**config.mk**
```make
export PLATFORM = sky130hd
export DESIGN_NAME = obwg_fifo
export DESIGN_NICKNAME = d
export VERILOG_FILES = /design/src/hdl/obwg_pkg.sv /design/src/hdl/obwg_fifo.sv
export SDC_FILE = /design/constraint.sdc
export NUM_CORES = 1
export LEC_CHECK = 0
export BUFFER_PORTS_ARGS = -buffer_cell sky130_fd_sc_hd__buf_4
export CORE_AREA = 5 5 209 211
export DETAILED_ROUTE_END_ITERATION = 8
export DIE_AREA = 0 0 214 216
export PLACE_DENSITY = 0.76
export SLEW_MARGIN = 15
export SYNTH_ARGS = -nofsm -noshare
export SYNTH_HDL_FRONTEND = slang
export SYNTH_SLANG_ARGS = --single-unit
export TNS_END_PERCENT = 30
```
**constraint.sdc**
```tcl
create_clock -name clk -period 18.7 [get_ports clk]
set_clock_uncertainty 0.15 [all_clocks]
set_input_delay 0.935 -clock clk [delete_from_list [all_inputs] [get_ports clk]]
set_output_delay 0.935 -clock clk [all_outputs]
set_load 0.05 [all_outputs]
```
**src/hdl/obwg_pkg.sv**
```systemverilog
// ----------------------------------------------------------------------------
// obwg_pkg
// Shared types, constants and tables of the oriented box wireframe generator.
// ----------------------------------------------------------------------------
package obwg_pkg;

  localparam int MAX_VERTICES_DEF = 4096;
  localparam int BOX_VERTS        = 24;
  localparam int CAP_W            = 13;
  localparam int CAP_RESET        = 4096;
  localparam int LEN_SQ_EPS       = 2684;     // 0.00001 in units of 2^-28
  localparam int QUEUE_DEPTH      = 2;
  localparam int IN_DATA_W        = 264;
  localparam int OUT_DATA_W       = 112;
  localparam int APB_ADDR_W       = 3;

  // register word index
  localparam logic REG_CAPACITY = 1'b0;

  // color codes
  localparam logic [3:0] COL_HIT       = 4'd0;
  localparam logic [3:0] COL_PL_ATTACK = 4'd1;
  localparam logic [3:0] COL_COUNTER   = 4'd2;
  localparam logic [3:0] COL_EN_ATTACK = 4'd3;
  localparam logic [3:0] COL_EN_PROJ   = 4'd4;
  localparam logic [3:0] COL_REFLECTED = 4'd5;
  localparam logic [3:0] COL_PLAYER    = 4'd6;
  localparam logic [3:0] COL_ENEMY     = 4'd7;
  localparam logic [3:0] COL_OTHER     = 4'd8;

  // class bit positions
  localparam int CLS_PLAYER    = 0;
  localparam int CLS_ENEMY     = 1;
  localparam int CLS_PL_ATTACK = 2;
  localparam int CLS_EN_ATTACK = 3;
  localparam int CLS_COUNTER   = 4;
  localparam int CLS_EN_PROJ   = 5;
  localparam int CLS_REFLECTED = 6;
  localparam int CLS_HIT       = 7;

  typedef struct packed {
    logic signed [31:0] cx;
    logic signed [31:0] cy;
    logic signed [31:0] cz;
    logic signed [15:0] qw;
    logic signed [15:0] qx;
    logic signed [15:0] qy;
    logic signed [15:0] qz;
    logic [30:0]        sx;
    logic [30:0]        sy;
    logic [30:0]        sz;
    logic [3:0]         color;
    logic [11:0]        base;
  } box_t;

  function automatic logic [3:0] pick_color(input logic [7:0] cls);
    logic [3:0] c;
    if (cls[CLS_HIT])            c = COL_HIT;
    else if (cls[CLS_PL_ATTACK]) c = COL_PL_ATTACK;
    else if (cls[CLS_COUNTER])   c = COL_COUNTER;
    else if (cls[CLS_EN_ATTACK]) c = COL_EN_ATTACK;
    else if (cls[CLS_EN_PROJ])   c = COL_EN_PROJ;
    else if (cls[CLS_REFLECTED]) c = COL_REFLECTED;
    else if (cls[CLS_PLAYER])    c = COL_PLAYER;
    else if (cls[CLS_ENEMY])     c = COL_ENEMY;
    else                         c = COL_OTHER;
    return c;
  endfunction

  // corner visited by vertex k of the 24-vertex line list (vertex pairs form the box edges)
  function automatic logic [2:0] corner_of(input logic [4:0] k);
    logic [2:0] c;
    case (k)
      5'd0:  c = 3'd0;  5'd1:  c = 3'd1;
      5'd2:  c = 3'd0;  5'd3:  c = 3'd2;
      5'd4:  c = 3'd0;  5'd5:  c = 3'd4;
      5'd6:  c = 3'd3;  5'd7:  c = 3'd1;
      5'd8:  c = 3'd3;  5'd9:  c = 3'd2;
      5'd10: c = 3'd3;  5'd11: c = 3'd7;
      5'd12: c = 3'd5;  5'd13: c = 3'd1;
      5'd14: c = 3'd5;  5'd15: c = 3'd4;
      5'd16: c = 3'd5;  5'd17: c = 3'd7;
      5'd18: c = 3'd6;  5'd19: c = 3'd2;
      5'd20: c = 3'd6;  5'd21: c = 3'd4;
      5'd22: c = 3'd6;  5'd23: c = 3'd7;
      default: c = 3'd0;
    endcase
    return c;
  endfunction

endpackage

```
**src/hdl/obwg_fifo.sv**
```systemverilog
// ----------------------------------------------------------------------------
// obwg_fifo
// Short box queue between the front and the back.
// ----------------------------------------------------------------------------
module obwg_fifo import obwg_pkg::*; #(
  parameter int DEPTH = QUEUE_DEPTH
) (
  input  logic clk,
  input  logic rst,
  input  logic push,
  input  box_t push_box,
  output logic full,
  input  logic pop,
  output box_t pop_box,
  output logic empty
);

  localparam int PTR_W = (DEPTH > 1) ? $clog2(DEPTH) : 1;
  localparam int LVL_W = $clog2(DEPTH + 1);

  box_t             mem [DEPTH];
  logic [PTR_W-1:0] wr_ptr, rd_ptr;
  logic [LVL_W-1:0] level;

  assign full    = level == LVL_W'(DEPTH);
  assign empty   = level == '0;
  assign pop_box = mem[rd_ptr];

  always_ff @(posedge clk) begin
    if (push) begin
      mem[wr_ptr] <= push_box;
    end
  end

  always_ff @(posedge clk) begin
    if (rst) begin
      wr_ptr <= '0;
      rd_ptr <= '0;
      level  <= '0;
    end else begin
      if (push) begin
        wr_ptr <= (wr_ptr == PTR_W'(DEPTH - 1)) ? '0 : wr_ptr + 1'b1;
      end
      if (pop) begin
        rd_ptr <= (rd_ptr == PTR_W'(DEPTH - 1)) ? '0 : rd_ptr + 1'b1;
      end
      if (push && !pop) begin
        level <= level + 1'b1;
      end else if (pop && !push) begin
        level <= level - 1'b1;
      end
    end
  end

endmodule

```
==> metrics.yaml, run 1 <==
timing:
  rsz0062_at_grt: "false"
  whs_ps: 364
  worst_pin_slew_ps: 1090
  slew_violations: 0
  timing.fmax_mhz: 172
  tns_ps: 0
  fin_crit_ps: 5810
  maxSlewHeadroom: 0.275
  hold_violations: 0
  finalCritPeriodShare: 0.311
  setup_viol: 0
die:
  die-width_um: 214
  core_sq_mm: 0.0416
  dieArea_sq_mm: 0.0462
  fp.dieH_um: 216
  std_cell_rows: 75
  io_pins: 544
  initial_core_util: 0.492
critical_path:
  cp_slowest_cell: "buf_4"
  cp_max_fo: 63
  arrival_ps: 4730
  crit_path_end_kind: "primary output"
  cp.required_ps: 17620
  worstSetupPathType: "reg2out"
  cp_cell_sequence: "buf_4 -> buf_4 -> buf_4 -> mux2_4 -> buf_4"
  r2r_slack_ps: 15210
  cp-start-kind: "register"
  crit_top_cell: "buf_4"
  cp_slowest_stage_delay_ps: 950
yosys:
  yosysWarnings: 0
  synth_top_family_by_area: "multiplexers"
  synth_top_area_share: 0.790
  synth_xor_area_frac: 0.00171
  synth-adder-area-share: 0.000612
  syn_nets: 1133
  syn_area_sq_mm: 0.0204
  yosys.cell_types.count: 16
  synth_seq_area_share: 0.795
  synth.avg_cell_area_sq_um: 23.8
  syn_inst: 859
  yosys.area_share.simple: 0.00214
  ys_ff_latch: 543
  synthTopCellsByArea: "edfxtp_1, mux2_4, mux2_2"
  synth_largest_area_cell: "edfxtp_1"
  synth_compound_gate_area_share: 0.000490
  synthMuxAreaShare: 0.185
power_and_ir_drop:
  irDropWorstVdd_mv: 0.0939
  power_w: 0.00300
  power_leakage_nw: 10.3
  p_per_area_mw_per_mm2: 113
clock_network:
  cts_tree: "done"
  clk_pin_slew_ps: 50
  clkSinkCount: 543
  root_buffer: "clkbuf_16"
  post_cts_buffers: 0
  clk_latency_ps: 570
  cts_buffers: 53
  cts_resized: 0
  cts_hold_buf: 0
  clockBufferDepth: 3
  ctsHtreeMaxLevel: 2
outcome:
  outcome: "finished, final reports clean"
detailed_routing:
  drc_errors: 0
  drt.antenna.violating_nets: 0
  drt_iter0_markers: 608
  routed_wl_um: 45900
  viasPerCell: 5.03
  wl_per_cell_um: 22.7
  via_count: 10200
  first_pass_iters: 5
layout:
  drive_gt1_frac: 0.606
  layout_common_cells: "buf_4, edfxtp_1, mux2_4"
  area_growth_syn_to_layout_pct: 30.0
  final_common_cell: "buf_4"
  fillers: 2804
  final_nets: 1712
grt:
  gr-total-overflow: 0
  grt_antenna_before_repair: 7
  grt_max_degree: 78
  grt_pass1_wl_um: 67400
  grtUsageTotal: 0.193
  grt_pass1_vias: 11000
placement:
  gp_congestion: 0.830
  portBuffers: 543
  dp.final_hpwl_um: 32900
min_path:
  min_path_type: "reg2reg"
run:
  max_cap_viol_count: 0
-- synth_stat cells --
library cell,n
xnor2_1,2
and2_1,1
buf_6,25
a21oi_1,1
edfxtp_1,538
nor2_1,5
mux2_2,69
ha_1,1
xor2_1,2
nor2b_1,2
inv_1,1
buf_2,5
mux2_4,200
dfxtp_1,5
o21ai_0,1
or3_1,1
-- metal layers --
metal | up-vias | share of wire | GRT usage
met5 | - | 0.00024 | 0
met4 | 2 | 0.026 | 0.0674
met3 | 81 | 0.10 | 0.0772
met2 | 473 | 0.51 | 0.328
met1 | 5040 | 0.37 | 0.224
li1 | 4588 | - | -
-- final cells by class --
type | count | area, sq um | area share
clock buffers | 66 | 1420 | 0.0533
inverters | 1 | 3.75 | 0.000141
multi-input cells | 285 | 3890 | 0.146
clock inverters | 29 | 166 | 0.00626
repair buffers | 554 | 4160 | 0.156
flip-flops and latches | 543 | 16300 | 0.612
diodes | 6 | 15.0 | 0.000565
well taps | 539 | 674 | 0.0254
-- power by group --
part           internal, W  switching, W  total, W
Sequential         0.00142     0.0000244   0.00145
Combinational     0.000214      0.000367  0.000581
Clock             0.000548      0.000422  0.000970
Total              0.00219      0.000813   0.00300
-- critical path: cells and delay by family (launching register included) --
family,cells,cell delay [ps]
flip-flops,1,910
multiplexers,1,360
buffers and inverters,4,2740
-- metrics by stage --
| step | instance area (sq um) | util | cells | setup WS (ps) |
|---|---|---|---|---|
| 6_report | 26600 | 0.640 | 2023 | 12890 |
| 2_1_floorplan | 20400 | - | 859 | 5110 |
| 4_1_cts | 26600 | 0.639 | 2017 | 12790 |
| 3_5_place_dp | 25000 | 0.601 | 1922 | 13420 |
| 5_1_grt | 26600 | 0.640 | 2023 | 12600 |
| 3_3_place_gp | 25000 | 0.601 | 1922 | 13510 |
-- flip-flops by register name, summed over array words and instances, names as in the netlist, named ones only --
register and cells:
level 2, wr_ptr 1, rd_ptr 1, mem 538
-- path summary, 6_finish.rpt --
kind,endpoint,cells past startpoint,from
max,pop_box[107],5,register
min,level[1],2,level[1]
max reg2reg,mem[1][117],3,wr_ptr
min reg2reg,level[1],2,level[1]
-- cells by family after synthesis --
kind of cell | count (synthesis)
fa+ha+maj | 1
buf+inv | 31
compound gates | 2
xor+xnor | 4
mux | 269
simple gates | 9
flops | 543
Note: power is estimated with default switching activity, not from simulation.
==> inputs of run 2 (changes only) <==
- CORE_AREA: 5 5 209 211 -> default
- CORE_ASPECT_RATIO: default -> 0.9
- CORE_MARGIN: default -> 5
- CORE_UTILIZATION: default -> 47
- DIE_AREA: 0 0 214 216 -> default
- PLACE_DENSITY: 0.76 -> 0.75
- clock period: 18.7 -> 5.3 ns (I/O delays scaled with it)
==> metrics.yaml, run 2 (synthesis results as in run 1) <==
critical_path:
  cp.required_ps: 4890
  cp_max_fo: 61
  r2r_slack_ps: 3110
  cp-start-kind: "register"
  arrival_ps: 2830
  crit_path_end_kind: "primary output"
  worstSetupPathType: "reg2out"
timing:
  slew_violations: 0
  rsz0062_at_grt: "false"
  setup_viol: 0
  tns_ps: 0
  worst_pin_slew_ps: 1090
  hold_violations: 0
  timing.fmax_mhz: 308
  fin_crit_ps: 3250
  maxSlewHeadroom: 0.272
  finalCritPeriodShare: 0.613
  timing.final.ws_setup_ps: 2050
layout:
  final_util: 0.687
  largest_register_ffs: 538
  largestRegisters: "mem x538, level x2"
  regMostFlops: "mem"
  final_area_sq_mm: 0.0295
  drive_gt1_frac: 0.514
  final_common_cell: "buf_4"
  area_growth_syn_to_layout_pct: 44.4
  final_nets: 1983
  layout_common_cells: "buf_4, edfxtp_1, dlygate4sd3_1"
detailed_routing:
  drc_errors: 0
  routed_wl_um: 52400
  first_pass_iters: 5
  viasPerCell: 4.99
  drt.antenna.violating_nets: 0
  via_count: 11500
  wl_per_cell_um: 22.6
  drt_iter0_markers: 802
clock_network:
  root_buffer: "clkbuf_16"
  clockBufferDepth: 3
  ctsHtreeMaxLevel: 2
  cts_tree: "done"
  cts_buffers: 53
  clk_pin_slew_ps: 70
  clk_latency_ps: 580
  clkSinkCount: 543
placement:
  place_area_sq_mm: 0.0251
  gp_congestion: 0.819
  dp_worst_setup_slack_ps: 2630
  dp.final_hpwl_um: 32000
  portBuffers: 543
power_and_ir_drop:
  power_leakage_nw: 11.5
  p_sw_w: 0.00305
  p_per_area_mw_per_mm2: 375
  seq_power_share: 0.462
  irDropWorstVdd_mv: 0.323
  power_frac_comb: 0.205
  p_sw_frac: 0.276
  clkPwrFrac: 0.333
  internal_power_w: 0.00801
die:
  fp.dieH_um: 208
  io_pins: 544
  die-width_um: 230
  std_cell_rows: 72
  core_sq_mm: 0.0430
  dieArea_sq_mm: 0.0478
  initial_core_util: 0.476
run:
  max_cap_viol_count: 0
grt:
  grt_max_degree: 138
  grtUsageTotal: 0.211
  grt_pass1_vias: 12600
  grt_pass1_wl_um: 77300
  gr-total-overflow: 0
  grt_antenna_before_repair: 7
outcome:
  outcome: "finished, final reports clean"
min_path:
  min_path_type: "in2reg"
run 2: changes by cell type in the layout (fill, tap and decap cells not counted), moves of 2 or more:
cell / delta
buf_4: -9
clkinv_2: -2
clkinvlp_4: +3
clkinv_1: -3
buf_12: +7
bufinv_16: +3
dlygate4sd3_1: +273
run 2: critical path: stages (launching register included):
cell and delay (ps):
dfxtp_4 1060, buf_12 470, mux2_2 410, buf_4 200
run 2: layout make-up:
| type | count | area (sq um) |
|---|---|---|
| Antenna cell | 7 | 17.5 |
| Clock inverter | 32 | 275 |
| Clock buffer | 65 | 1410 |
| Fill cell | 2539 | 13500 |
| Multi-Input combinational cell | 285 | 3890 |
| Sequential cell | 543 | 16300 |
| Inverter | 1 | 3.75 |
| Tap cell | 555 | 694 |
| Timing Repair Buffer | 825 | 6960 |
run 2: through the flow:
step	cells	power, W	hold slack (ps)
final	2313	0.0111	252
after global placement	1936	0.00724	300
after floorplan	859	0.00664	184
after CTS	2306	0.0111	205
after detailed placement	1936	0.00727	303
after global routing	2310	0.0114	226
run 2: layer usage:
metal,wire length (um),vias to the layer above,track usage
li1,-,5142,-
met4,1830,4,0.0777
met5,25,-,0
met2,27100,528,0.371
met3,4580,111,0.0662
met1,18800,5746,0.243
run 2: path summary, 6_finish.rpt:
kind / from / end / cells past startpoint
worst max register to register: wr_ptr / mem[1][82] / 2
worst max-delay path: register / pop_box[258] / 3
worst min register to register: rd_ptr / rd_ptr / 2
worst min-delay path: push_box[245] / mem[1][245] / 2
run 2: power by group through the flow:
stage          logic, W  registers [W]  clock network, W
3_5_place_dp    0.00207        0.00520                 0
6_report        0.00227        0.00511           0.00368
2_1_floorplan   0.00144        0.00520                 0
4_1_cts         0.00226        0.00511           0.00375
3_3_place_gp    0.00206        0.00518                 0
5_1_grt         0.00234        0.00513           0.00395
run 2: timing repair:
action / CTS / global route
endpoints found under the setup margin: 0 / 0
gates resized for setup: 0 / 0
hold endpoints to repair: 543 / 0
hold buffers: 273 / 0
buffers inserted: 0 / 0
==> inputs of run 3 (changes only) <==
- CORE_AREA: default -> 5 5 209 211
- CORE_ASPECT_RATIO: 0.9 -> default
- CORE_MARGIN: 5 -> default
- CORE_UTILIZATION: 47 -> default
- DIE_AREA: default -> 0 0 214 216
- PLACE_DENSITY: 0.75 -> 0.76
- clock period: 5.3 -> 3.25 ns (I/O delays scaled with it)
==> metrics.yaml, run 3 (synthesis results as in run 1) <==
layout:
  area_growth_syn_to_layout_pct: 44.7
  fillers: 2326
  final_cells: 2304
  largestRegisters: "mem x538, level x2"
  multi_input_comb_area_sq_mm: 0.00389
  regMostFlops: "mem"
  final_nets: 2001
  final_common_cell: "buf_4"
  largest_register_ffs: 538
  layout_common_cells: "buf_4, edfxtp_1, dlygate4sd3_1"
  regArea_sq_mm: 0.0163
  final_area_sq_mm: 0.0296
  drive_gt1_frac: 0.518
timing:
  timing.fmax_mhz: 383
  worst_pin_slew_ps: 740
  rsz0062_at_grt: "false"
  whs_ps: 176
  finalCritPeriodShare: 0.804
  slew_violations: 0
  setup_viol: 0
  maxSlewHeadroom: 0.507
  hold_violations: 0
  fin_crit_ps: 2610
detailed_routing:
  via_count: 11800
  drc_errors: 0
  wl_per_cell_um: 23.3
  viasPerCell: 5.10
  first_pass_iters: 5
  drt_iter0_markers: 743
  drt.antenna.violating_nets: 0
  routed_wl_um: 53800
clock_network:
  root_buffer: "clkbuf_16"
  clk_pin_slew_ps: 60
  clockBufferDepth: 3
  ctsHtreeMaxLevel: 2
  post_cts_buffers: 0
  clkSinkCount: 543
  clk_latency_ps: 560
  cts_tree: "done"
  cts_buffers: 52
placement:
  portBuffers: 543
  dp_cells: 1939
  place_area_sq_mm: 0.0253
  gp_congestion: 0.832
  dp.final_hpwl_um: 34300
grt:
  grt_pass1_wl_um: 81600
  grtUsageMet3: 0.0561
  met1_usage: 0.269
  grt_pass1_vias: 13000
  gr-total-overflow: 0
  gr-max-usage-layer: "met2"
  grt_max_degree: 103
  met2_usage: 0.417
  grt_antenna_before_repair: 2
  grtUsageTotal: 0.228
outcome:
  outcome: "finished, final reports clean"
critical_path:
  cp_max_fo: 71
  cp_slowest_stage_delay_ps: 610
  cp_cell_sequence: "buf_12 -> mux2_4 -> buf_4"
  path_buf_inv: 2
  worstSetupPathType: "reg2out"
  cp-start-kind: "register"
  critPathTopFamily: "buffers and inverters"
  arrival_ps: 2300
  cp_slowest_cell: "dfxtp_4"
  crit_path_end_kind: "primary output"
  cp.required_ps: 2940
die:
  initial_core_util: 0.492
  std_cell_rows: 75
  die-width_um: 214
  dieArea_sq_mm: 0.0462
  fp.dieH_um: 216
  io_pins: 544
  core_sq_mm: 0.0416
power_and_ir_drop:
  irDropWorstVdd_mv: 0.656
  p_per_area_mw_per_mm2: 601
  power_leakage_nw: 11.6
min_path:
  min_path_type: "in2reg"
run:
  max_cap_viol_count: 0
## run 3: changes by cell type in the layout (fill, tap and decap cells not counted), sizes merged
| cell | delta |
|---|---|
| bufinv | -1 |
| clkinvlp | -2 |
| clkinv | -6 |
| diode | -5 |
| inv | -3 |
| clkbuf | +5 |
| buf | +19 |
## run 3: cell type report
type | instances | area share
diodes | 2 | 0.000169
clock buffers | 70 | 0.0473
clock inverters | 20 | 0.00588
inverters | 1 | 0.000127
multi-input cells | 285 | 0.132
flip-flops and latches | 543 | 0.550
well taps | 539 | 0.0228
repair buffers | 844 | 0.243
## run 3: routing by layer
layer	routed length, um	vias to the layer above
met5	0	-
met4	1370	0
met3	4320	81
met2	28700	572
met1	19400	5951
li1	-	5154
## run 3: where the power goes
group / internal, W / switching [W] / total [W]
Sequential: 0.00818 / 0.000140 / 0.00832
Clock: 0.00324 / 0.00246 / 0.00570
Combinational: 0.00149 / 0.00227 / 0.00377
## run 3: final timing paths
kind / slack [ps] / start / depth (start not counted) / to
worst max-delay path: 640 / register / 3 / pop_box[102]
worst max register to register: 1270 / wr_ptr / 2 / mem[1][250]
worst min-delay path: 180 / push_box[45] / 2 / mem[0][45]
worst min register to register: 420 / rd_ptr / 2 / register
## run 3: through the flow
step / util / power (W) / setup WS [ps] / TNS [ps]
after CTS: 0.712 / 0.0178 / 600 / 0
after floorplan: - / 0.0108 / -1630 / -708850
after global placement: 0.608 / 0.0118 / 1230 / 0
after global routing: 0.712 / 0.0184 / 553 / 0
after detailed placement: 0.608 / 0.0119 / 1230 / 0
final: 0.712 / 0.0178 / 637 / 0
## run 3: timing repair
| item | in CTS | in global routing |
|---|---|---|
| hold buffers | 273 | 0 |
| gates resized for setup | 0 | 0 |
| hold endpoints to repair | 543 | 0 |
| endpoints found under the setup margin | 0 | 0 |
