<file path="src/hdl/obwg_pkg.sv">
// ----------------------------------------------------------------------------
// obwg_pkg
// Shared types, constants and tables of the oriented box wireframe generator.
// ----------------------------------------------------------------------------
package obwg_pkg;

  localparam int MAX_VERTICES_DEF = 4096;
  localparam int BOX_VERTS        = 24;
  localparam int CAP_W            = 13;
  localparam int CAP_RESET        = 4096;
  localparam int LEN_SQ_EPS       = 2684;     // 0.00001 in units of 2^-28
  localparam int QUEUE_DEPTH      = 2;
  localparam int IN_DATA_W        = 264;
  localparam int OUT_DATA_W       = 112;
  localparam int APB_ADDR_W       = 3;

  // register word index
  localparam logic REG_CAPACITY = 1'b0;

  // color codes
  localparam logic [3:0] COL_HIT       = 4'd0;
  localparam logic [3:0] COL_PL_ATTACK = 4'd1;
  localparam logic [3:0] COL_COUNTER   = 4'd2;
  localparam logic [3:0] COL_EN_ATTACK = 4'd3;
  localparam logic [3:0] COL_EN_PROJ   = 4'd4;
  localparam logic [3:0] COL_REFLECTED = 4'd5;
  localparam logic [3:0] COL_PLAYER    = 4'd6;
  localparam logic [3:0] COL_ENEMY     = 4'd7;
  localparam logic [3:0] COL_OTHER     = 4'd8;

  // class bit positions
  localparam int CLS_PLAYER    = 0;
  localparam int CLS_ENEMY     = 1;
  localparam int CLS_PL_ATTACK = 2;
  localparam int CLS_EN_ATTACK = 3;
  localparam int CLS_COUNTER   = 4;
  localparam int CLS_EN_PROJ   = 5;
  localparam int CLS_REFLECTED = 6;
  localparam int CLS_HIT       = 7;

  typedef struct packed {
    logic signed [31:0] cx;
    logic signed [31:0] cy;
    logic signed [31:0] cz;
    logic signed [15:0] qw;
    logic signed [15:0] qx;
    logic signed [15:0] qy;
    logic signed [15:0] qz;
    logic [30:0]        sx;
    logic [30:0]        sy;
    logic [30:0]        sz;
    logic [3:0]         color;
    logic [11:0]        base;
  } box_t;

  function automatic logic [3:0] pick_color(input logic [7:0] cls);
    logic [3:0] c;
    if (cls[CLS_HIT])            c = COL_HIT;
    else if (cls[CLS_PL_ATTACK]) c = COL_PL_ATTACK;
    else if (cls[CLS_COUNTER])   c = COL_COUNTER;
    else if (cls[CLS_EN_ATTACK]) c = COL_EN_ATTACK;
    else if (cls[CLS_EN_PROJ])   c = COL_EN_PROJ;
    else if (cls[CLS_REFLECTED]) c = COL_REFLECTED;
    else if (cls[CLS_PLAYER])    c = COL_PLAYER;
    else if (cls[CLS_ENEMY])     c = COL_ENEMY;
    else                         c = COL_OTHER;
    return c;
  endfunction

  // corner visited by vertex k of the 24-vertex line list (vertex pairs form the box edges)
  function automatic logic [2:0] corner_of(input logic [4:0] k);
    logic [2:0] c;
    case (k)
      5'd0:  c = 3'd0;  5'd1:  c = 3'd1;
      5'd2:  c = 3'd0;  5'd3:  c = 3'd2;
      5'd4:  c = 3'd0;  5'd5:  c = 3'd4;
      5'd6:  c = 3'd3;  5'd7:  c = 3'd1;
      5'd8:  c = 3'd3;  5'd9:  c = 3'd2;
      5'd10: c = 3'd3;  5'd11: c = 3'd7;
      5'd12: c = 3'd5;  5'd13: c = 3'd1;
      5'd14: c = 3'd5;  5'd15: c = 3'd4;
      5'd16: c = 3'd5;  5'd17: c = 3'd7;
      5'd18: c = 3'd6;  5'd19: c = 3'd2;
      5'd20: c = 3'd6;  5'd21: c = 3'd4;
      5'd22: c = 3'd6;  5'd23: c = 3'd7;
      default: c = 3'd0;
    endcase
    return c;
  endfunction

endpackage

</file>
<file path="src/hdl/obwg_front.sv">
// ----------------------------------------------------------------------------
// obwg_front
// Accepts items, handles frame starts and the capacity check, queues boxes.
// ----------------------------------------------------------------------------
module obwg_front import obwg_pkg::*; #(
  parameter int MAX_VERTICES = MAX_VERTICES_DEF
) (
  input  logic                 clk,
  input  logic                 rst,
  input  logic                 s_tvalid,
  output logic                 s_tready,
  input  logic [IN_DATA_W-1:0] s_tdata,
  input  logic                 s_tuser,
  input  logic [CAP_W-1:0]     capacity,
  input  logic                 full,
  output logic                 push,
  output box_t                 push_box
);

  localparam int CNT_W = $clog2(MAX_VERTICES + 1);
  localparam int CMP_W = ((CNT_W > CAP_W) ? CNT_W : CAP_W) + 1;

  logic [CNT_W-1:0] count;
  logic [CMP_W-1:0] need, cap_eff;
  logic             accept, fits;

  assign s_tready = !full;
  assign accept   = s_tvalid && !full;
  assign need     = CMP_W'(count) + CMP_W'(BOX_VERTS);
  assign cap_eff  = (CMP_W'(capacity) < CMP_W'(MAX_VERTICES)) ?
                    CMP_W'(capacity) : CMP_W'(MAX_VERTICES);
  assign fits     = need <= cap_eff;
  assign push     = accept && !s_tuser && fits;

  always_comb begin
    push_box.cx    = s_tdata[31:0];
    push_box.cy    = s_tdata[63:32];
    push_box.cz    = s_tdata[95:64];
    push_box.qw    = s_tdata[111:96];
    push_box.qx    = s_tdata[127:112];
    push_box.qy    = s_tdata[143:128];
    push_box.qz    = s_tdata[159:144];
    push_box.sx    = s_tdata[190:160];
    push_box.sy    = s_tdata[221:191];
    push_box.sz    = s_tdata[252:222];
    push_box.color = pick_color(s_tdata[260:253]);
    push_box.base  = 12'(count);
  end

  always_ff @(posedge clk) begin
    if (rst) begin
      count <= '0;
    end else if (accept && s_tuser) begin
      count <= '0;
    end else if (push) begin
      count <= CNT_W'(need);
    end
  end

endmodule

</file>
<file path="config.mk">
export PLATFORM = sky130hd
export DESIGN_NAME = obwg_front
export DESIGN_NICKNAME = d
export VERILOG_FILES = /design/src/hdl/obwg_pkg.sv /design/src/hdl/obwg_front.sv
export SDC_FILE = /design/constraint.sdc
export NUM_CORES = 1
export LEC_CHECK = 0
export BUFFER_PORTS_ARGS = -buffer_cell sky130_fd_sc_hd__buf_2
export CAP_MARGIN = 10
export CORE_AREA = 2 2 217 219
export DETAILED_ROUTE_END_ITERATION = 8
export DIE_AREA = 0 0 219 221
export GPL_ROUTABILITY_DRIVEN = 0
export GPL_TIMING_DRIVEN = 0
export PLACE_DENSITY = 0.35
export SKIP_LAST_GASP = 1
export SYNTH_ARGS = -nofsm -noshare
export SYNTH_HDL_FRONTEND = slang
export SYNTH_SLANG_ARGS = --single-unit
</file>
<file path="constraint.sdc">
create_clock -name clk -period 4.77 [get_ports clk]
set_input_delay 0.477 -clock clk [delete_from_list [all_inputs] [get_ports clk]]
set_output_delay 0.477 -clock clk [all_outputs]
set_load 0.02 [all_outputs]
</file>
==> results.txt, run 1 <==
status: complete, no violations
synthesis warning total: 0
Syn-to-layout area delta: 74.3%
setup bufs post-CTS: 0
initial DRC count: 63
CP endpoint kind: output port
post-synth cell types: 41
share of layout cells above drive strength 1: 0.798
static leakage: 0.00295 uW
Post-Synth Simple-Gate Area: 0.113
hold wc startpoint: count[3]
Die X: 219 um
DRT antenna net count: 0
final core utilization: 0.118
Synth Area in XOR/XNOR: 0.0225
initial antenna violation count: 2
RSZ-0062 raised after global routing: no
crit share post-route: 0.840
final wirelength: 13900 um
hold path depth: 2
Mapped Area: 3110 um^2
largest reg by FF count: count
Max Freq: 250 MHz
Synth Area in Adders: 0.0442
Hold Path Class: flop to flop
Clock Skew: 0.00327 ns
top area cells in the synthesized netlist: buf_4 (64%), dfxtp_1 (6.4%), ha_1 (4.4%)
via count: 3537
commonest cells in the synthesized netlist: buf_4 (265), nand2_1 (17), ha_1 (11)
Worst-Margin Slew: 0.915 ns
DRC errors left: 0
GR Util met1: 0.0506
multiplexer area fraction after synthesis: 0.00965
share of the synthesized area in the top cell type: 0.639
GR Util met2: 0.0994
global route overflow: 0
First-pass DRT Iterations: 4
cell taking the most area after synthesis: buf_4
largest family of logic cells by synthesized area: buffers and inverters
Hold Fails Final Rpt: 0
Layout Nets: 1007
flops & latches, synth: 10
vias in the first global route: 3394
WL/cell: 10.5 um
DP HPWL: 12900 um
post-cts resize count: 0
Fillers: 5350
met3 Usage GRT: 0.00976
flop2flop setup slack: 1.32 ns
max cap viols: 0
input/output buffers: 293
max-slew violation count: 0
Worst Path Class, Setup: flop to output port
grt peak-use layer: met2
setup violators final: 0
Num CTS Buffers: 3
CTS Buffer Depth: 2
Compound-Gate Fraction of Synth Area: 0.0864
Max transition margin: 0.390
largest net degree at the start of global routing: 11
Hold EP: count[3]
Register-to-Register Path Depth: 12
CTS sink count: 10
crit path max fanout: 10
Overall Global Routing Usage: 0.0509
first-pass GRT wire length: 18800 um
most numerous cell in the Yosys netlist: buf_4
Gate Count Post-Synth: 414
Startpoint Class: flop
Avg Cell Area, Syn: 7.52 um^2
Starting Density: 0.0676
worst r2r src: count[3]
Clock Latency Late Sink: 0.23 ns
Post-synth top flop: dfxtp_1
hold_buf cts: 0
CP Data Arrival Time: 3.53 ns
CTS tree: built
sequential element share of the synthesized area: 0.0643
Die H: 221 um
Async SR Flop Fraction: 0
Register Area: 200 um^2
minimum clock period: 4.00 ns
Ports: 553
CORE AREA: 46100 um^2
htree depth: 1
Die Area: 48400 um^2
clock-pin slew on the worst setup and hold paths: 0.04 ns
Critical Path RT: 4.29 ns
biggest regs: count: 10 flops
reg2reg end: count[10]
PwrDens: 134 nW/um^2
EDFF count, synth: 0
Root Driver: clkbuf_16
Setup TNS: 0 ns
Cell Rows: 79
mean number of vias per cell: 2.68
area of the multi-input gates: 870 um^2
number of flip-flops in the largest register: 10
peak supply drop: 0.000145 V
-- worst max-delay path by stage --
stage | from | end | slack [ns] | cells after the start
after floorplan | count[3] | push | 1.48 | 11
after global placement | count[3] | push | 0.95 | 12
after detailed placement | count[3] | push | 0.98 | 12
after CTS | count[3] | push | 0.70 | 12
after global routing | count[3] | push | 0.50 | 12
final | count[3] | push | 0.77 | 12
-- through the flow --
| stage | hold WS (ns) | cell area, um^2 | worst slack, ns | std cells | power [uW] |
|---|---|---|---|---|---|
| final | 0.518 | 5430 | 0.765 | 1321 | 725 |
| after global routing | 0.555 | 5430 | 0.503 | 1321 | 763 |
| after CTS | 0.523 | 5420 | 0.705 | 1319 | 733 |
| after detailed placement | 0.517 | 5350 | 0.977 | 1316 | 583 |
| after global placement | 0.513 | 5350 | 0.949 | 1316 | 583 |
| after floorplan | 0.470 | 3120 | 1.48 | 416 | 442 |
-- logic make-up after synthesis --
logic type                 count (synthesis)
other                                      1
buffers and inverters                    280
and+or+nand+nor                           65
xor gates and xnor gates                   8
muxes                                      3
adders and majority gates                 11
DFF                                       10
AOI/OAI and AO/OA                         36
-- cell type report --
class,count,area share
plain buffers,273,0.373
repair buffers,293,0.270
multi-input cells,126,0.160
well taps,607,0.140
flip-flops and latches,10,0.0369
clock buffers,3,0.0138
inverters,7,0.00484
diodes,2,0.000922
-- power by group --
| part | leakage (uW) | switching, uW | internal [uW] |
|---|---|---|---|
| clock | 0.0000370 | 38.0 | 109 |
| sequential | 0.0000807 | 1.60 | 85.1 |
| combinational | 0.00284 | 259 | 233 |
-- worst max-delay path, cell delays in order, from the launching register on --
cell and delay, ns:
dfxtp_1 0.40, inv_1 0.12, ha_1 0.30, and4b_1 0.38, nand4_1 0.20, xnor2_1 0.26, ha_1 0.28, a21o_1 0.18
a221oi_1 0.33, o21ai_1 0.13, buf_2 0.22, a21oi_1 0.27, buf_2 0.23
-- placed cells by master, fill, tap and decap left out, drive strengths merged, types with 3 or more instances in the layout --
master,Yosys,routed
buf,269,562
nand2,17,17
ha,11,11
dfxtp,10,10
nand4,9,9
o21ai,8,8
nand3,7,7
o211ai,7,7
clkbuf,4,7
xnor2,6,6
nor2,6,6
inv,6,6
nor4,6,6
a21o,5,5
a21oi,5,5
nor3,4,4
and3,3,3
or4,3,3
mux2i,3,3
conb,1,3
-- per-layer routing --
layer	vias to the layer above	routed length, um	share of wire
li1	1700	-	-
met1	1533	4600	0.33
met2	286	7450	0.54
met3	18	1330	0.096
met4	0	535	0.038
met5	-	0	0
Note: power is estimated with default switching activity, not from simulation.
==> run 2, diff against run 1 <==
--- a/config.mk
+++ b/config.mk
@@ -5,11 +5,12 @@
 export SDC_FILE = /design/constraint.sdc
 export NUM_CORES = 1
 export LEC_CHECK = 0
+export ABC_AREA = 1
 export BUFFER_PORTS_ARGS = -buffer_cell sky130_fd_sc_hd__buf_2
 export CAP_MARGIN = 10
-export CORE_AREA = 2 2 217 219
+export CORE_AREA = 2 2 214 216
 export DETAILED_ROUTE_END_ITERATION = 8
-export DIE_AREA = 0 0 219 221
+export DIE_AREA = 0 0 216 218
 export GPL_ROUTABILITY_DRIVEN = 0
 export GPL_TIMING_DRIVEN = 0
 export PLACE_DENSITY = 0.35
==> constraint.sdc (replaced) <==
create_clock -name clk -period 3.85 [get_ports clk]
set_input_delay 0.385 -clock clk [delete_from_list [all_inputs] [get_ports clk]]
set_output_delay 0.385 -clock clk [all_outputs]
set_load 0.02 [all_outputs]
==> results.txt, run 2 <==
top area cells in the synthesized netlist: buf_4 (65%), dfxtp_1 (6.5%), nand2_1 (5.6%) (was buf_4 (64%), dfxtp_1 (6.4%), ha_1 (4.4%))
DRC errors left: 0 (unchanged)
EDFF count, synth: 0 (unchanged)
CORE AREA: 44900 um^2 (was 46100 um^2)
Post-Layout Cell Count: 1341 (was 1321)
Syn-to-layout area delta: 75.2% (was 74.3%)
CP endpoint kind: output port (unchanged)
biggest regs: count: 10 flops (unchanged)
sequential element share of the synthesized area: 0.0654 (was 0.0643)
CP Depth: 15 (was 12)
hold path depth: 2 (unchanged)
Die Area: 47100 um^2 (was 48400 um^2)
htree depth: 1 (unchanged)
post-synth cell types: 28 (was 41)
max cap viols: 0 (unchanged)
setup bufs post-CTS: 0 (unchanged)
Post-synth top flop: dfxtp_1 (unchanged)
flops & latches, synth: 10 (unchanged)
initial DRC count: 74 (was 63)
input/output buffers: 293 (unchanged)
Clock Latency Late Sink: 0.24 ns (was 0.23 ns)
most numerous cell in the Yosys netlist: buf_4 (unchanged)
clock-pin slew on the worst setup and hold paths: 0.04 ns (about the same)
Mapped Area: 3060 um^2 (was 3110 um^2)
setup violators final: 0 (unchanged)
CP most frequent cell: inv_1
Hold EP: count[12] (was count[3])
largest reg by FF count: count (unchanged)
Sw Pwr: 407 uW (was 298 uW)
Overall Global Routing Usage: 0.0503 (was 0.0509)
Combinational Power Share: 0.688 (was 0.678)
Die H: 218 um (was 221 um)
Max transition margin: 0.644 (was 0.390)
CTS Buffer Depth: 2 (unchanged)
flop2flop setup slack: 1.10 ns (was 1.32 ns)
DRT antenna net count: 0 (unchanged)
Register-to-Register Path Depth: 16 (was 12)
CTS sink count: 10 (unchanged)
Clock Skew: 0.00231 ns (was 0.00327 ns)
largest family of logic cells by synthesized area: buffers and inverters (unchanged)
Post-Synth Simple-Gate Area: 0.154 (was 0.113)
worst stage delay on the critical path: 0.36 ns (was 0.40 ns)
CP cell instances: inv_1, ha_1, nor2_4, nand4_1, xor2_1, inv_1, ha_1, and3_1, nand2_1, nor2_1, nand3_1, nand2_4, nand2_1, inv_1, buf_2 (was inv_1, ha_1, and4b_1, nand4_1, xnor2_1, ha_1, a21o_1, a221oi_1, o21ai_1, buf_2, a21oi_1, buf_2)
cell taking the most area after synthesis: buf_4 (unchanged)
CTS tree: built (unchanged)
Async SR Flop Fraction: 0 (unchanged)
share of layout cells above drive strength 1: 0.773 (was 0.798)
Max Freq: 303 MHz
hold_buf cts: 0 (unchanged)
Hold Fails Final Rpt: 0 (unchanged)
Critical Path RT: 3.46 ns (was 4.29 ns)
worst r2r src: count[3] (unchanged)
synthesis warning total: 0 (unchanged)
PwrDens: 179 nW/um^2 (was 134 nW/um^2)
reg2reg end: count[12] (was count[10])
Layout Nets: 1035 (was 1007)
Starting Density: 0.0682 (was 0.0676)
switching portion of total power: 0.423 (was 0.412)
Setup TNS: 0 ns (unchanged)
status: complete, no violations (unchanged)
number of flip-flops in the largest register: 10 (unchanged)
Cell Rows: 78 (was 79)
most common cell after layout, fill and taps aside: buf_2 (unchanged)
Gate Count Post-Synth: 442 (was 414)
multiplexer area fraction after synthesis: 0 (was 0.00965)
Root Driver: clkbuf_16 (unchanged)
post-cts resize count: 0 (unchanged)
commonest non-fill, non-tap cells in the layout: buf_2 (293), buf_4 (265), nand2_1 (46) (was buf_2 (297), buf_4 (265), nand2_1 (17))
RSZ-0062 raised after global routing: no (unchanged)
Worst Path Class, Setup: flop to output port (unchanged)
largest net degree at the start of global routing: 11 (unchanged)
max-slew violation count: 0 (unchanged)
part of the power in registers: 0.123 (was 0.120)
Num CTS Buffers: 3 (unchanged)
Ports: 553 (unchanged)
first-pass GRT wire length: 17700 um (was 18800 um)
crit share post-route: 0.858
via count: 3458 (was 3537)
Internal: 555 uW (was 427 uW)
mean number of vias per cell: 2.58 (was 2.68)
final core utilization: 0.119 (was 0.118)
final hold slack: 0.538 ns (was 0.518 ns)
initial antenna violation count: 8 (was 2)
CP max stage cell: dfxtp_1 (unchanged)
Clk pwr share: 0.189 (was 0.202)
First-pass DRT Iterations: 4 (unchanged)
hold wc startpoint: count[12] (was count[3])
final wirelength: 13900 um (about the same)
global route overflow: 0 (unchanged)
placed cells: 1337 (was 1316)
static leakage: 0.00303 uW (was 0.00295 uW)
Synth Area in XOR/XNOR: 0.0172 (was 0.0225)
Synth Area in Adders: 0.0450 (was 0.0442)
WL/cell: 10.4 um (was 10.5 um)
Crit path max-delay family: simple AND/OR/NAND/NOR gates (was compound AO/OA/AOI/OAI gates)
share of the synthesized area in the top cell type: 0.650 (was 0.639)
Compound-Gate Fraction of Synth Area: 0.0290 (was 0.0864)
commonest cells in the synthesized netlist: buf_4 (265), nand2_1 (46), inv_1 (25) (was buf_4 (265), nand2_1 (17), ha_1 (11))
DP HPWL: 13000 um (was 12900 um)
Avg Cell Area, Syn: 6.92 um^2 (was 7.52 um^2)
Startpoint Class: flop (unchanged)
Hold Path Class: flop to flop (unchanged)
crit path max fanout: 10 (unchanged)
peak supply drop: 0.000106 V (was 0.000145 V)
minimum clock period: 3.30 ns
vias in the first global route: 3125 (was 3394)
Tot Pwr: 962 uW (was 725 uW)
WP buf/inv: 4 (was 3)
CP Data Arrival Time: 2.92 ns (was 3.53 ns)
Worst-Margin Slew: 0.533 ns (was 0.915 ns)
Die X: 216 um (was 219 um)
==> run 2: through the flow <==
stage / setup WS, ns / cell area, um^2
finish: 0.546 / 5360
CTS: 0.497 / 5360
floorplan: 1.26 / 3070
global route: 0.217 / 5360
detailed placement: 0.763 / 5290
global placement: 0.756 / 5290
==> run 2: cell families after synthesis <==
kind of cell	after synthesis
AOI/OAI and AO/OA	17
adders and majority gates	11
DFF	10
xor gates and xnor gates	6
and+or+nand+nor	103
buffers and inverters	294
other	1
==> run 2: power groups by stage <==
stage	sequential (uW)	combinational (uW)	clock, uW
final	118	662	182
after CTS	118	671	187
after global routing	119	707	192
after floorplan	117	483	0
after global placement	120	673	0
after detailed placement	120	670	0
==> run 2: routing by layer <==
| metal | track usage | vias to the layer above | share of wire |
|---|---|---|---|
| met5 | 0 | - | 0.0024 |
| met4 | 0.0292 | 6 | 0.056 |
| met3 | 0.0135 | 34 | 0.11 |
| met2 | 0.100 | 301 | 0.54 |
| met1 | 0.0453 | 1426 | 0.29 |
| li1 | - | 1691 | - |
==> run 2: worst reg2reg max path, cell delays in order, from the launching register on <==
cell     delay, ns
dfxtp_1       0.36
inv_1         0.13
ha_1          0.27
nor2_4        0.18
nand4_1       0.11
xor2_1        0.23
inv_1         0.07
ha_1          0.30
and3_1        0.20
nand2_1       0.07
nor2_1        0.10
nand3_1       0.12
nand2_4       0.17
buf_6         0.17
nand3_2       0.06
nand2_1       0.07
nor2_1        0.05
==> run 2: worst max-delay path by stage <==
stage               endpoint     start
finish                  push  count[3]
global route            push  count[3]
CTS                     push  count[3]
detailed placement      push  count[3]
global placement        push  count[3]
floorplan               push  count[3]
==> run 2: layout make-up <==
class	count	area, um^2
inverter	27	101
tap	600	751
fill	5265	39500
multi-input combinational	140	762
buffer	267	2000
antenna	1	2.50
sequential	10	200
clock buffer	3	75.1
timing repair buffer	293	1470
==> run 3, diff against run 2 <==
--- a/config.mk
+++ b/config.mk
@@ -8,9 +8,10 @@
 export ABC_AREA = 1
 export BUFFER_PORTS_ARGS = -buffer_cell sky130_fd_sc_hd__buf_2
 export CAP_MARGIN = 10
-export CORE_AREA = 2 2 214 216
+export CORE_AREA = 2 2 216 218
+export CTS_BUF_LIST = sky130_fd_sc_hd__clkbuf_2 sky130_fd_sc_hd__clkbuf_4 sky130_fd_sc_hd__clkbuf_8
 export DETAILED_ROUTE_END_ITERATION = 8
-export DIE_AREA = 0 0 216 218
+export DIE_AREA = 0 0 218 220
 export GPL_ROUTABILITY_DRIVEN = 0
 export GPL_TIMING_DRIVEN = 0
 export PLACE_DENSITY = 0.35
==> results.txt, run 3 (synthesized netlist as in run 2, its figures left out) <==
max cap viols: 0 (unchanged)
setup violators final: 0 (unchanged)
Startpoint Class: flop (unchanged)
Die X: 218 um (was 216 um)
routed wl met2: 7700 um (was 7540 um)
PwrDens: 167 nW/um^2 (was 179 nW/um^2)
Internal: 489 uW (was 555 uW)
Post-DP Area: 5290 um^2 (about the same)
Root Driver: clkbuf_8 (was clkbuf_16)
Starting Density: 0.0667 (was 0.0682)
commonest non-fill, non-tap cells in the layout: buf_2 (293), buf_4 (265), nand2_1 (46) (unchanged)
Cell Rows: 79 (was 78)
Clock Skew: 0.00488 ns (was 0.00231 ns)
Critical Path RT: 3.46 ns (about the same)
met3 WL: 1500 um (about the same)
flop2flop setup slack: 1.15 ns (was 1.10 ns)
initial antenna violation count: 2 (was 8)
DP HPWL: 12900 um (was 13000 um)
post-cts resize count: 0 (unchanged)
uppermost routed layer: met5 (unchanged)
Hold Fails Final Rpt: 0 (unchanged)
First-pass DRT Iterations: 4 (unchanged)
final wirelength: 13700 um (was 13900 um)
max-slew violation count: 0 (unchanged)
Crit path max-delay family: simple AND/OR/NAND/NOR gates (unchanged)
minimum clock period: 3.30 ns (about the same)
Hold EP: count[12] (unchanged)
status: complete, no violations (unchanged)
input/output buffers: 293 (unchanged)
part of the power in registers: 0.133 (was 0.123)
vias in the first global route: 2998 (was 3125)
CORE AREA: 45900 um^2 (was 44900 um^2)
Sw Pwr: 402 uW (was 407 uW)
CTS sink count: 10 (unchanged)
mean number of vias per cell: 2.57 (was 2.58)
Clk pwr share: 0.121 (was 0.189)
peak supply drop: 0.0000777 V (was 0.000106 V)
global route overflow: 0 (unchanged)
crit path max fanout: 10 (unchanged)
worst r2r src: count[3] (unchanged)
DRT antenna net count: 0 (unchanged)
Combinational Power Share: 0.746 (was 0.688)
switching portion of total power: 0.451 (was 0.423)
initial DRC count: 117 (was 74)
DRC errors left: 0 (unchanged)
Hold Path Class: flop to flop (unchanged)
setup bufs post-CTS: 0 (unchanged)
via count: 3461 (was 3458)
reg2reg end: count[12] (unchanged)
final instance area: 5340 um^2 (was 5360 um^2)
number of flip-flops in the largest register: 10 (unchanged)
Fillers: 5400 (was 5265)
Setup TNS: 0 ns (unchanged)
biggest regs: count: 10 flops (unchanged)
hold wc startpoint: count[12] (unchanged)
share of layout cells above drive strength 1: 0.773 (unchanged)
htree depth: 1 (unchanged)
hold_buf cts: 0 (unchanged)
static leakage: 0.00302 uW (was 0.00303 uW)
Register-to-Register Path Depth: 16 (unchanged)
CP max stage cell: dfxtp_1 (unchanged)
CP most frequent cell: inv_1 (unchanged)
CP Data Arrival Time: 2.92 ns (about the same)
Num CTS Buffers: 3 (unchanged)
final core utilization: 0.116 (was 0.119)
CTS tree: built (unchanged)
CP endpoint kind: output port (unchanged)
largest reg by FF count: count (unchanged)
Worst Path Class, Setup: flop to output port (unchanged)
Worst-Margin Slew: 0.561 ns (was 0.533 ns)
RSZ-0062 raised after global routing: no (unchanged)
final hold slack: 0.544 ns (was 0.538 ns)
clock-pin slew on the worst setup and hold paths: 0.05 ns (was 0.04 ns)
CP cell instances: inv_1, ha_1, nor2_4, nand4_1, xor2_1, inv_1, ha_1, and3_1, nand2_1, nor2_1, nand3_1, nand2_4, nand2_1, inv_1, buf_2 (unchanged)
Die Area: 48000 um^2 (was 47100 um^2)
crit share post-route: 0.857 (was 0.858)
Overall Global Routing Usage: 0.0497 (was 0.0503)
met1 WL: 4230 um (was 4060 um)
most common cell after layout, fill and taps aside: buf_2 (unchanged)
first-pass GRT wire length: 17000 um (was 17700 um)
WP buf/inv: 4 (unchanged)
Max Freq: 303 MHz (about the same)
Max transition margin: 0.626 (was 0.644)
Post-Layout Cell Count: 1348 (was 1341)
Layout Nets: 1035 (unchanged)
Die H: 220 um (was 218 um)
hold path depth: 2 (unchanged)
placed cells: 1344 (was 1337)
Syn-to-layout area delta: 74.4% (was 75.2%)
largest net degree at the start of global routing: 11 (unchanged)
Ports: 553 (unchanged)
Clock Latency Late Sink: 0.24 ns (about the same)
CTS Buffer Depth: 2 (unchanged)
WL/cell: 10.2 um (was 10.4 um)
worst stage delay on the critical path: 0.35 ns (was 0.36 ns)
run 3: power groups by stage:
stage | clock network, uW | logic, uW | registers, uW
after floorplan | 0 | 483 | 117
after global placement | 0 | 675 | 121
after detailed placement | 0 | 673 | 121
after CTS | 112 | 675 | 119
after global routing | 118 | 719 | 120
final | 108 | 664 | 119
run 3: worst min-delay path, cell delays in order (launching register included):
cell,delay [ns]
dfxtp_1,0.33
a21oi_1,0.12
nor2_1,0.05
run 3: through the flow:
stage	setup slack, ns	total power (uW)
floorplan	1.26	601
global placement	0.740	796
detailed placement	0.755	794
CTS	0.497	905
global route	0.190	957
finish	0.549	890
run 3: worst max path at each step:
stage | start | endpoint | slack (ns) | cells past startpoint
final | count[3] | push | 0.55 | 15
after global routing | count[3] | push | 0.19 | 15
after CTS | count[3] | push | 0.50 | 15
after detailed placement | count[5] | push | 0.76 | 15
after global placement | count[3] | push | 0.74 | 15
after floorplan | count[3] | push | 1.26 | 15
run 3: metal layers:
metal | vias up | GRT usage
li1 | 1690 | -
met3 | 8 | 0.0134
met4 | 2 | 0.0168
met5 | - | 0
met1 | 1471 | 0.0462
met2 | 290 | 0.103
run 3: layout make-up:
type,instances,area [um^2],share of cell area
antenna,1,2.50,0.000469
sequential,10,200,0.0375
timing repair buffer,293,1470,0.275
tap,607,759,0.142
multi-input combinational,140,762,0.143
clock buffer,3,41.3,0.00774
inverter,27,101,0.0190
buffer,267,2000,0.376
